[src/design/grce_pkg.sv]
`default_nettype none

package grce_pkg;

    // Event kinds as they appear on the result channel.
    localparam logic [2:0] KIND_BUTTON  = 3'd0;
    localparam logic [2:0] KIND_STICK   = 3'd1;
    localparam logic [2:0] KIND_TRIGGER = 3'd2;
    localparam logic [2:0] KIND_MODE    = 3'd3;
    localparam logic [2:0] KIND_VERSION = 3'd4;

    // Configuration register indexes.
    localparam logic CFG_INPUT_ID  = 1'b0;
    localparam logic CFG_STATUS_ID = 1'b1;

    // Event slots. A report sets one bit per event it causes, and the bits are
    // sent lowest first. Input and status reports use disjoint slots.
    localparam int NUM_SLOTS  = 25;
    localparam int SLOT_W     = 5;
    localparam int NUM_BTN    = 17;

    localparam logic [SLOT_W-1:0] SLOT_BTN_FIRST   = 5'd0;
    localparam logic [SLOT_W-1:0] SLOT_BTN_LAST    = 5'd14;
    localparam logic [SLOT_W-1:0] SLOT_STICK_FIRST = 5'd15;
    localparam logic [SLOT_W-1:0] SLOT_STICK_LAST  = 5'd18;
    localparam logic [SLOT_W-1:0] SLOT_TRIG_FIRST  = 5'd19;
    localparam logic [SLOT_W-1:0] SLOT_TRIG_LAST   = 5'd20;
    localparam logic [SLOT_W-1:0] SLOT_MODE        = 5'd21;
    localparam logic [SLOT_W-1:0] SLOT_VERSION     = 5'd22;
    localparam logic [SLOT_W-1:0] SLOT_M1          = 5'd23;
    localparam logic [SLOT_W-1:0] SLOT_M2          = 5'd24;

    localparam logic [SLOT_W-1:0] BTN_M1 = 5'd15;
    localparam logic [SLOT_W-1:0] BTN_M2 = 5'd16;

    localparam logic [7:0] MODE_ON  = 8'd4;
    localparam logic [7:0] MODE_OFF = 8'd0;

    // Everything one report leaves behind for the event sender.
    typedef struct packed {
        logic [NUM_SLOTS-1:0] mask;
        logic [NUM_BTN-1:0]   btn_now;
        logic [3:0][7:0]      stick;
        logic [1:0][7:0]      trig;
        logic [7:0]           major;
        logic [7:0]           minor;
        logic                 mode_old;
        logic                 mode_new;
    } report_t;

endpackage

`default_nettype wire

[src/design/grce_decode.sv]
`default_nettype none

// Compares a report with the stored controller state, builds its event mask
// and updates the state when the report is accepted.
module grce_decode (
    input  wire logic                aclk,
    input  wire logic                aresetn,
    input  wire logic                cfg_valid,
    output logic                     cfg_ready,
    input  wire logic                cfg_index,
    input  wire logic [7:0]          cfg_data,
    input  wire logic                accept,
    input  wire logic [7:0]          report_id,
    input  wire logic [87:0]         payload,
    output grce_pkg::report_t        fresh
);

    logic [7:0]                   input_id_reg;
    logic [7:0]                   status_id_reg;
    logic [grce_pkg::NUM_BTN-1:0] btn_reg;
    logic [grce_pkg::NUM_BTN-1:0] btn_next;
    logic [1:0][7:0]              trig_reg;
    logic [1:0][7:0]              trig_next;
    logic                         mode_reg;
    logic                         mode_next;
    logic [7:0]                   major_reg;
    logic [7:0]                   major_next;
    logic [7:0]                   minor_reg;
    logic [7:0]                   minor_next;

    logic                         is_input;
    logic                         is_status;
    logic [7:0]                   btn_a;
    logic [7:0]                   btn_b;
    logic [7:0]                   extra;
    logic [grce_pkg::NUM_BTN-1:0] btn_now;
    logic                         ver_changed;

    assign cfg_ready = 1'b1;

    assign btn_a = payload[55:48];
    assign btn_b = payload[63:56];
    assign extra = payload[71:64];

    // Button index order: quick, R3, L3, back, start, dpad R/L/D/U, Y, X, B, A,
    // R1, L1, M1, M2.
    assign btn_now = {extra[4], extra[3], btn_b[0], btn_b[1], btn_b[4], btn_b[5],
                      btn_b[6], btn_b[7], btn_a[0], btn_a[1], btn_a[2], btn_a[3],
                      btn_a[4], btn_a[5], btn_a[6], btn_a[7], extra[0]};

    // An id that matches both registers is read as an input report.
    assign is_input  = (report_id == input_id_reg);
    assign is_status = !is_input && (report_id == status_id_reg);

    assign ver_changed = (payload[87:80] != major_reg) || (payload[79:72] != minor_reg);

    always_comb begin
        fresh.mask     = '0;
        fresh.stick    = payload[31:0];
        fresh.trig     = payload[47:32];
        fresh.minor    = payload[79:72];
        fresh.major    = payload[87:80];
        fresh.mode_old = mode_reg;
        fresh.mode_new = extra[2];
        fresh.btn_now  = btn_reg;
        btn_next       = btn_reg;
        trig_next      = trig_reg;
        mode_next      = mode_reg;
        major_next     = major_reg;
        minor_next     = minor_reg;
        if (is_input) begin
            fresh.mask[14:0]  = btn_now[14:0] ^ btn_reg[14:0];
            fresh.mask[18:15] = 4'hF;
            fresh.mask[19]    = (payload[39:32] != trig_reg[0]);
            fresh.mask[20]    = (payload[47:40] != trig_reg[1]);
            btn_next          = {btn_reg[16:15], btn_now[14:0]};
            trig_next         = payload[47:32];
        end else if (is_status) begin
            fresh.mask[21] = (extra[2] != mode_reg);
            fresh.mask[22] = ver_changed;
            fresh.mask[23] = btn_now[15] ^ btn_reg[15];
            fresh.mask[24] = btn_now[16] ^ btn_reg[16];
            btn_next       = {btn_now[16:15], btn_reg[14:0]};
            mode_next      = extra[2];
            major_next     = payload[87:80];
            minor_next     = payload[79:72];
        end
        fresh.btn_now = btn_next;
    end

    always_ff @(posedge aclk) begin
        if (!aresetn) begin
            input_id_reg  <= 8'd2;
            status_id_reg <= 8'd3;
            btn_reg       <= '0;
            trig_reg      <= '0;
            mode_reg      <= 1'b0;
            major_reg     <= '0;
            minor_reg     <= '0;
        end else begin
            if (cfg_valid && cfg_ready) begin
                unique case (cfg_index)
                    grce_pkg::CFG_INPUT_ID:  input_id_reg  <= cfg_data;
                    grce_pkg::CFG_STATUS_ID: status_id_reg <= cfg_data;
                    default: ;
                endcase
            end
            if (accept) begin
                btn_reg   <= btn_next;
                trig_reg  <= trig_next;
                mode_reg  <= mode_next;
                major_reg <= major_next;
                minor_reg <= minor_next;
            end
        end
    end

endmodule

`default_nettype wire

[src/design/grce_emit.sv]
`default_nettype none

// Holds one decoded report and sends its events lowest slot first, one per
// cycle while m_tready does not stall them, through the result register.
module grce_emit (
    input  wire logic               aclk,
    input  wire logic               aresetn,
    input  wire logic               load,
    input  wire grce_pkg::report_t  fresh,
    output logic                    can_take,
    output logic                    m_tvalid,
    input  wire logic               m_tready,
    output logic [23:0]             m_tdata,
    output logic [2:0]              m_tuser,
    output logic                    m_tlast
);

    grce_pkg::report_t               hold_reg;
    logic [grce_pkg::NUM_SLOTS-1:0]  mask_reg;
    logic [grce_pkg::NUM_SLOTS-1:0]  mask_next;
    logic [grce_pkg::NUM_SLOTS-1:0]  mask_rest;
    logic [grce_pkg::SLOT_W-1:0]     sel;
    logic [grce_pkg::SLOT_W-1:0]     ofs;
    logic                            out_free;
    logic                            fire;

    logic                            valid_reg;
    logic                            valid_next;
    logic [2:0]                      kind_reg;
    logic [4:0]                      src_reg;
    logic [7:0]                      v1_reg;
    logic [7:0]                      v2_reg;
    logic                            last_reg;
    logic [2:0]                      kind_next;
    logic [4:0]                      src_next;
    logic [7:0]                      v1_next;
    logic [7:0]                      v2_next;

    // Lowest pending slot.
    always_comb begin
        sel = '0;
        for (int i = grce_pkg::NUM_SLOTS - 1; i >= 0; i--) begin
            if (mask_reg[i]) begin
                sel = grce_pkg::SLOT_W'(i);
            end
        end
    end

    assign mask_rest = mask_reg & (mask_reg - 1'b1);
    assign out_free  = !valid_reg || m_tready;
    assign fire      = out_free && (mask_reg != '0);
    assign can_take  = (mask_reg == '0) || (fire && (mask_rest == '0));
    assign mask_next = load ? fresh.mask : (fire ? mask_rest : mask_reg);

    always_comb begin
        kind_next = grce_pkg::KIND_BUTTON;
        src_next  = sel;
        v1_next   = '0;
        v2_next   = '0;
        ofs       = '0;
        case (sel) inside
            [grce_pkg::SLOT_BTN_FIRST:grce_pkg::SLOT_BTN_LAST]: begin
                v1_next = {7'd0, hold_reg.btn_now[sel]};
            end
            [grce_pkg::SLOT_STICK_FIRST:grce_pkg::SLOT_STICK_LAST]: begin
                ofs       = sel - grce_pkg::SLOT_STICK_FIRST;
                kind_next = grce_pkg::KIND_STICK;
                src_next  = ofs;
                v1_next   = hold_reg.stick[ofs[1:0]];
            end
            [grce_pkg::SLOT_TRIG_FIRST:grce_pkg::SLOT_TRIG_LAST]: begin
                ofs       = sel - grce_pkg::SLOT_TRIG_FIRST;
                kind_next = grce_pkg::KIND_TRIGGER;
                src_next  = ofs;
                v1_next   = hold_reg.trig[ofs[0]];
            end
            grce_pkg::SLOT_MODE: begin
                kind_next = grce_pkg::KIND_MODE;
                src_next  = '0;
                v1_next   = hold_reg.mode_old ? grce_pkg::MODE_ON : grce_pkg::MODE_OFF;
                v2_next   = hold_reg.mode_new ? grce_pkg::MODE_ON : grce_pkg::MODE_OFF;
            end
            grce_pkg::SLOT_VERSION: begin
                kind_next = grce_pkg::KIND_VERSION;
                src_next  = '0;
                v1_next   = hold_reg.major;
                v2_next   = hold_reg.minor;
            end
            grce_pkg::SLOT_M1: begin
                src_next = grce_pkg::BTN_M1;
                v1_next  = {7'd0, hold_reg.btn_now[grce_pkg::BTN_M1]};
            end
            grce_pkg::SLOT_M2: begin
                src_next = grce_pkg::BTN_M2;
                v1_next  = {7'd0, hold_reg.btn_now[grce_pkg::BTN_M2]};
            end
            default: ;
        endcase
    end

    assign valid_next = fire ? 1'b1 : (m_tready ? 1'b0 : valid_reg);

    always_ff @(posedge aclk) begin
        if (!aresetn) begin
            mask_reg  <= '0;
            valid_reg <= 1'b0;
        end else begin
            mask_reg  <= mask_next;
            valid_reg <= valid_next;
        end
    end

    always_ff @(posedge aclk) begin
        if (load) begin
            hold_reg <= fresh;
        end
        if (fire) begin
            kind_reg <= kind_next;
            src_reg  <= src_next;
            v1_reg   <= v1_next;
            v2_reg   <= v2_next;
            last_reg <= (mask_rest == '0);
        end
    end

    assign m_tvalid = valid_reg;
    assign m_tdata  = {3'd0, v2_reg, v1_reg, src_reg};
    assign m_tuser  = kind_reg;
    assign m_tlast  = last_reg;

endmodule

`default_nettype wire

[src/design/gamepad_report_change_events.sv]
`default_nettype none

// Channel   Dir  Beat contents
// --------  ---  -------------------------------------------------------------
// s_*       in   one controller report: id in tuser, eleven payload bytes
// m_*       out  one change event: kind in tuser, source and values in tdata
// cfg_*     in   one register write: index 0 input report id, 1 status id
//
// A report is compared with the stored state in the cycle it is accepted,
// and the stored state is updated at once. Its events then leave one per
// cycle from the result register; the next report is taken in the cycle its
// predecessor's last event is loaded. Reset clears the stored state and sets
// the ids to 2 and 3. A stall on m_tready holds the result register and the
// pending events; s_tready stays low while the report in hand still has
// events to load, so at most one report waits behind a stalled event.
module gamepad_report_change_events (
    input  wire logic        aclk,
    input  wire logic        aresetn,
    input  wire logic        s_tvalid,
    output logic             s_tready,
    // Lowest bit up: stick_left_x, stick_left_y, stick_right_x, stick_right_y,
    // trigger_left_in, trigger_right_in, button_byte_a, button_byte_b,
    // extra_byte, version_minor_in, version_major_in.
    input  wire logic [87:0] s_tdata,
    // report_id.
    input  wire logic [7:0]  s_tuser,
    output logic             m_tvalid,
    input  wire logic        m_tready,
    // Lowest bit up: event_source (5), value_first (8), value_second (8),
    // three zero bits.
    output logic [23:0]      m_tdata,
    // event_kind.
    output logic [2:0]       m_tuser,
    // last_event.
    output logic             m_tlast,
    input  wire logic        cfg_valid,
    output logic             cfg_ready,
    input  wire logic        cfg_index,
    input  wire logic [7:0]  cfg_data
);

    grce_pkg::report_t fresh;
    logic              can_take;
    logic              accept;

    assign s_tready = can_take;
    assign accept   = s_tvalid && can_take;

    // Report against stored state: event mask and state update.
    grce_decode u_decode (
        .aclk      (aclk),
        .aresetn   (aresetn),
        .cfg_valid (cfg_valid),
        .cfg_ready (cfg_ready),
        .cfg_index (cfg_index),
        .cfg_data  (cfg_data),
        .accept    (accept),
        .report_id (s_tuser),
        .payload   (s_tdata),
        .fresh     (fresh)
    );

    // Serial event sender and result register.
    grce_emit u_emit (
        .aclk     (aclk),
        .aresetn  (aresetn),
        .load     (accept),
        .fresh    (fresh),
        .can_take (can_take),
        .m_tvalid (m_tvalid),
        .m_tready (m_tready),
        .m_tdata  (m_tdata),
        .m_tuser  (m_tuser),
        .m_tlast  (m_tlast)
    );

endmodule

`default_nettype wire

[config.mk]
export PLATFORM = sky130hd
export DESIGN_NAME = gamepad_report_change_events
export DESIGN_NICKNAME = d
export VERILOG_FILES = /design/src/design/grce_pkg.sv /design/src/design/grce_decode.sv /design/src/design/grce_emit.sv /design/src/design/gamepad_report_change_events.sv
export SDC_FILE = /design/constraint.sdc
export NUM_CORES = 1
export LEC_CHECK = 0
export ABC_AREA = 1
export BUFFER_PORTS_ARGS = -buffer_cell sky130_fd_sc_hd__buf_2
export CORE_ASPECT_RATIO = 0.9
export CORE_UTILIZATION = 45
export DETAILED_ROUTE_END_ITERATION = 12
export HOLD_SLACK_MARGIN = 0.1
export PLACE_DENSITY = 0.74
export SYNTH_ARGS = -nofsm -noshare
export SYNTH_HDL_FRONTEND = slang
export SYNTH_SLANG_ARGS = --single-unit
[constraint.sdc]
create_clock -name aclk -period 4.5 [get_ports aclk]
set_input_delay 0.225 -clock aclk [delete_from_list [all_inputs] [get_ports aclk]]
set_output_delay 0.225 -clock aclk [all_outputs]
set_load 0.01 [all_outputs]
# After elaboration in Yosys (flattened, before gate mapping)

Index checks and enable logic that the tools add are counted.

Flip-flop bits (word level): 200
Input bits: 110

Add/subtract/negate cells: 3
$lt $le $gt $ge: 9
Equal/unequal tests: 11
Multiplexer cells: 62
Bitwise operators: 6
Reduce and logical (&&, ||, !) cells: 24

Operators by type and width:

| cell                                                        | number |
|---|---|
| two-way mux 5 bit                                           | 32 |
| two-way mux 8 bit                                           | 10 |
| zero test 25 bit                                            | 2 |
| two-way mux 25 bit                                          | 2 |
| two-way mux 17 bit                                          | 2 |
| != test 8 bit                                               | 4 |
| bitwise AND 25 bit                                          | 1 |
| nonzero test 25 bit                                         | 1 |
| subtractor 25 x 1 -> 25 bit (second input constant)         | 1 |
| two-way mux 21 bit                                          | 1 |
| == test 5 bit (second input constant)                       | 4 |
| binary-select mux 8 bit (select 2 bit)                      | 1 |
| == test 8 bit                                               | 2 |
| bitwise XOR 15 bit                                          | 1 |
| less-or-equal comparator 5 bit (second input constant)      | 2 |
| two-way mux 3 bit                                           | 3 |
| two-way mux 4 bit                                           | 2 |
| logical AND 1 bit                                           | 7 |
| less-than comparator 5 x 6 -> 1 bit (second input constant) | 1 |
| two-way mux 1 bit                                           | 6 |
| AND reduction 2 bit                                         | 3 |
| binary-select mux 1 bit (select 5 bit)                      | 1 |
| >= comparator 5 x 1 -> 1 bit (second input constant)        | 1 |
| >= comparator 5 x 4 -> 1 bit (second input constant)        | 1 |
| other kinds (17)                                            | 24 |

# Longest topological paths before layout

Depth after elaboration: 33
Gate-level depth with buffers: 38
Depth with buffers taken out: 37

# Cells and area by module

From an unflattened synthesis, not the netlist that was laid out.

Cell total of the unflattened synthesis: 1418
Area total of the unflattened synthesis: 11035.6 µm²

Modules (own cells, without submodules):

| module                       | times used | cells each | area each (µm²) |
|---|---|---|---|
| grce_emit                    | 1          | 720        | 6670.1 |
| grce_decode                  | 1          | 696        | 4357.9 |
| gamepad_report_change_events | 1          | 2          | 7.5 |

# Worst setup path before layout

No wires, ideal clock.

Kind: reg2reg
From: reg u_emit.mask_reg[0] in the netlist's numbering
To: reg u_emit.hold_reg[0] in the netlist's numbering (enable)
Setup time: 0.437 ns
Arrival: 3.618 ns
Path slack: 0.444 ns
Cell stages (with the launch flop): 20
Path buffers: 0
Period minus slack after synthesis: 4.056 ns
Cells stage by stage: dfxtp_1 > nor2_2 > nand2_1 > nor2_4 > nand2_2 > nor2_4 > inv_2 > nor2_4 > inv_2 > nor2_2 > inv_2 > o21ai_2 > inv_2 > nor4_1 > nand3_1 > nor3_2 > nand2_1 > nand2_2 > nand2_4 > inv_1

Longest elaborated chain between the ends: 6
Elaborated cells between the ends (all ways): 9

RTL lines:

| what                        | line                               | RTL |
|---|---|---|
| from (decl)                 | grce_emit.sv:19                    | `logic [grce_pkg::NUM_SLOTS-1:0] mask_reg;` |
| from (signal assigned)      | grce_emit.sv:108                   | `mask_reg <= mask_next;` |
| subtractor 25 x 1 -> 25 bit | grce_emit.sv:49                    | `assign mask_rest = mask_reg & (mask_reg - 1'b1);` |
| bitwise AND 25 bit          | grce_emit.sv:49                    |  |
| zero test 25 bit            | grce_emit.sv:52                    | `assign can_take = (mask_reg == '0) \|\| (fire && (mask_rest == '0));` |
| logical AND 1 bit           | grce_emit.sv:52                    |  |
| logical OR 1 bit *          | grce_emit.sv:52                    |  |
| net s_tready                | gamepad_report_change_events.sv:20 | `output logic s_tready,` |
| logical AND 1 bit *         | gamepad_report_change_events.sv:47 | `assign accept = s_tvalid && can_take;` |
| net accept                  | gamepad_report_change_events.sv:44 | `logic accept;` |
| to (signal assigned)        | grce_emit.sv:115                   | `hold_reg <= fresh;` |
| to (decl)                   | grce_emit.sv:18                    | `grce_pkg::report_t hold_reg;` |

Mark *: on every way through the listed nets, which the timed path passes. The rest lies on a longest branch.
A chain may end at the register's enable or synchronous reset.

# Worst setup path after layout

From: reg u_emit.mask_reg[22] in the netlist's numbering
To: reg u_emit.v2_reg[7], data pin

Longest elaborated chain between the ends: 26
Elaborated cells between the ends (all ways): 37

RTL lines:

| what                                                              | line             | RTL |
|---|---|---|
| two-way mux 5 bit * (23 in series)                                | grce_emit.sv:43  | `if (mask_reg[i]) begin` |
| >= comparator 5 bit (no line), or another cell as far along       | n/a              |  |
| logical AND 1 bit (no line) or two-way mux 8 bit (tied branches)  | n/a              |  |
| OR reduction 3 bit (no line) or two-way mux 8 bit (tied branches) | n/a              |  |
| to (signal assigned)                                              | grce_emit.sv:121 | `v2_reg <= v2_next;` |
| to (decl)                                                         | grce_emit.sv:32  | `logic [7:0] v2_reg;` |

Every way passes the cells marked *; elsewhere a longest branch is shown, timed or not.

==> flow_summary.toml <==
[floorplanning]
core_rows = 49
die_x_um = 154
die_y_um = 139
initial_core_utilization_pct = 46.4
design.die.area_um2 = 21400
io-pin-count = 141
core_area_um2 = 20200

[detailed_routing]
drt-wirelength-per-cell_um = 15.0
first_pass_iters = 5
drc = 0
routed_wirelength_um = 23400
initialDrtViolationCount = 826
route.vias.total = 8000
route.antenna.remaining_nets = 0
vias_per_cell = 5.12

[grt]
grt_max_degree = 48
grt.overflow.total = 0
groute.usage.overall_pct = 22.3
grt_antenna_before_repair = 0
grt_pass1_wl_um = 38000
vias_in_the_first_global_route = 7790

[hold_path]
min_path_type = "primary input to register"
hold_depth = 4

[sta]
finalMaxSlewViolations = 0
rsz0062_at_grt = "no"
report.final.hold_viol_count = 0
fmax_ghz = 0.259
timing.setup.tns_ps = 0
finalWorstPathRequiredPeriod_ps = 3860
report.final.setup_viol = 0
layout_worst_path_cycle_share_pct = 85.8
skew_final_ps = 9.93
tightestPinTransition_ps = 787
worst_case_headroom_to_the_max_slew_limit_pct = 47.5

[final_layout]
antenna_cells_inserted = 0
final_cell_area_um2 = 11600
area_growth_syn_to_layout_pct = 23.4
mostFrequentLayoutCell = "sky130_fd_sc_hd__nand2_1"
flip_flop_count_of_the_largest_register_after_layout = 83
final_layout_size_suffix_gt1_share_pct = 15.0
design.final.nets = 1409
final_cell_utilization_of_the_core_pct = 57.3
stdcell_count = 1562
layout_common_cells = "sky130_fd_sc_hd__nand2_1, sky130_fd_sc_hd__nor2_1, sky130_fd_sc_hd__buf_2, sky130_fd_sc_hd__inv_1, sky130_fd_sc_hd__o21ai_0"

[critical_path]
worst_ep_arrival_time_ps = 4160
setup.reg_to_reg.worst_slack_ps = 640
critical_path.endpoint_type = "register"
timing.reg2reg.worst_path_depth = 32
cp_common_cell = "sky130_fd_sc_hd__nand2_1"
path_class = "register to register"
launching_element_type_of_the_critical_path = "register"
critical-path-max-stage-delay_ps = 470
critPathRequiredTime_ps = 4800
cp_slowest_cell = "sky130_fd_sc_hd__nor2_1"
worst-path-max-fanout = 31

[clock_network]
cts_tree = "built"
tritoncts_num_sinks = 200
ctsLongestPathBuffers = 2
worst_skew_pair.late_latency_ps = 440
htree_levels = 4
clk_root_buffer_cell = "sky130_fd_sc_hd__clkbuf_16"
cts_inserted_buffers = 17
post_cts_resized = 0
clk_transition_reported_paths_ps = 80

[synthesis]
synth-warning-count = 0
synth_cell_type_count = 38
synth_ff_type = "sky130_fd_sc_hd__edfxtp_1"
register_bit_count_reported_by_yosys = 200
ys_async_sr_fraction_pct = 0
postSynthCellCount = 1098
synth-edff-count = 108
netlist_area_um2 = 9390
post_synth.cell_area_avg_um2 = 8.55
yosysSeqAreaShare_pct = 54.2

[placement]
io_buffer_count = 130
dpl.hpwl_um = 15800
placed_cells = 1456
placed_cell_area_um2 = 10300
gp_congestion = 0.876

[flow_run]
cap_viol_max_count = 0

[pwr]
leak_nw = 5.12
cellPowerDensity_nw_per_um2 = 618
irDropWorstVdd_v = 0.000406

[status]
outcome = "complete, no violations"
-- metal layers --
layer	track usage (%)	vias up	wire [um]
li1	-	4004	-
met1	29.2	3706	10700
met2	36.5	253	10800
met3	5.06	37	1520
met5	0	-	0
met4	7.24	0	478
-- final cells by class --
type,instances,area (um^2)
Clock buffer,18,429
Clock inverter,14,133
Fill cell,1713,8640
Inverter,129,485
Multi-Input combinational cell,729,3620
Sequential cell,200,5080
Tap cell,255,319
Timing Repair Buffer,217,1510
-- critical path, delay by kind of cell, from the launching register on --
| kind | cells | cell delay [ps] |
|---|---|---|
| fa+ha+maj | 1 | 230 |
| buf+inv | 4 | 680 |
| flops | 1 | 370 |
| simple gates | 27 | 2430 |
-- per-stage QoR --
| stage | hold WS (ps) | setup slack [ps] | total power, mW |
|---|---|---|---|
| global placement | 402 | 850 | 5.53 |
| global route | 126 | 165 | 7.69 |
| CTS | 112 | 699 | 7.13 |
| detailed placement | 403 | 765 | 5.59 |
| floorplan | 324 | 444 | 4.73 |
| finish | 123 | 640 | 7.16 |
-- power by group --
group	leakage [nW]	switching, mW	internal, mW
logic	3.07	2.07	0.999
registers	1.78	0.173	2.44
clock network	0.272	0.746	0.736
total	5.12	2.98	4.17
-- what timing repair did --
action / in CTS / in global routing
buffers inserted: 0 / 0
hold buffers: 74 / 0
endpoints found under the hold margin: 113 / 0
setup endpoints to repair: 0 / 0
-- cells in the mapped netlist, types with 2 or more instances --
| master | n | area share [%] |
|---|---|---|
| sky130_fd_sc_hd__a221oi_1 | 2 | 0.19 |
| sky130_fd_sc_hd__a31oi_1 | 19 | 1.3 |
| sky130_fd_sc_hd__buf_4 | 7 | 0.56 |
| sky130_fd_sc_hd__ha_1 | 5 | 0.67 |
| sky130_fd_sc_hd__or2_2 | 2 | 0.13 |
| sky130_fd_sc_hd__nor2_4 | 5 | 0.60 |
| sky130_fd_sc_hd__nand4_1 | 13 | 0.87 |
| sky130_fd_sc_hd__clkbuf_1 | 22 | 0.88 |
| sky130_fd_sc_hd__o21ai_1 | 4 | 0.21 |
| sky130_fd_sc_hd__a2111oi_0 | 2 | 0.19 |
| sky130_fd_sc_hd__edfxtp_1 | 108 | 35 |
| sky130_fd_sc_hd__nor3_1 | 3 | 0.16 |
| sky130_fd_sc_hd__xnor2_1 | 27 | 2.5 |
| sky130_fd_sc_hd__dfxtp_1 | 92 | 20 |
| sky130_fd_sc_hd__nand3_1 | 58 | 3.1 |
| sky130_fd_sc_hd__nor4_1 | 4 | 0.27 |
| sky130_fd_sc_hd__inv_1 | 122 | 4.9 |
| sky130_fd_sc_hd__inv_2 | 7 | 0.28 |
| sky130_fd_sc_hd__conb_1 | 2 | 0.080 |
| sky130_fd_sc_hd__xor2_1 | 33 | 3.1 |
| sky130_fd_sc_hd__nor2_1 | 153 | 6.1 |
| sky130_fd_sc_hd__o22ai_1 | 3 | 0.20 |
| sky130_fd_sc_hd__o221ai_1 | 2 | 0.19 |
| sky130_fd_sc_hd__o211ai_1 | 11 | 0.88 |
| sky130_fd_sc_hd__nand3b_1 | 4 | 0.32 |
| sky130_fd_sc_hd__buf_2 | 12 | 0.64 |
| sky130_fd_sc_hd__nand2_2 | 2 | 0.13 |
| sky130_fd_sc_hd__nor2_2 | 2 | 0.13 |
| sky130_fd_sc_hd__o21ai_0 | 119 | 6.3 |
| sky130_fd_sc_hd__nand2_1 | 213 | 8.5 |
| sky130_fd_sc_hd__a21oi_1 | 33 | 1.8 |
-- path summary, 6_finish.rpt --
| path | from | to |
|---|---|---|
| worst max register to register | u_emit.mask_reg[22] | u_emit.v2_reg[7] |
| worst max-delay path | u_emit.mask_reg[22] | u_emit.v2_reg[7] |
| worst min-delay path | s_tdata[50] | u_emit.mask_reg[6] |
| worst min register to register | u_decode.btn_reg[1] | u_decode.btn_reg[1] |
-- cell families (layout without fill, tap and decap cells) --
logic type               after synthesis  in the layout  share of synthesized area [%]
other                                  2              4                         0.0800
XOR/XNOR                              60             60                           5.60
AO/OA/AOI/OAI                        199            199                           11.6
buffers and inverters                171            378                           7.36
adder cells (fa/ha/maj)                5              5                          0.666
flip-flops                           200            200                           54.2
AND/OR/NAND/NOR                      461            461                           20.6
Note: power is estimated with default switching activity, not from simulation.
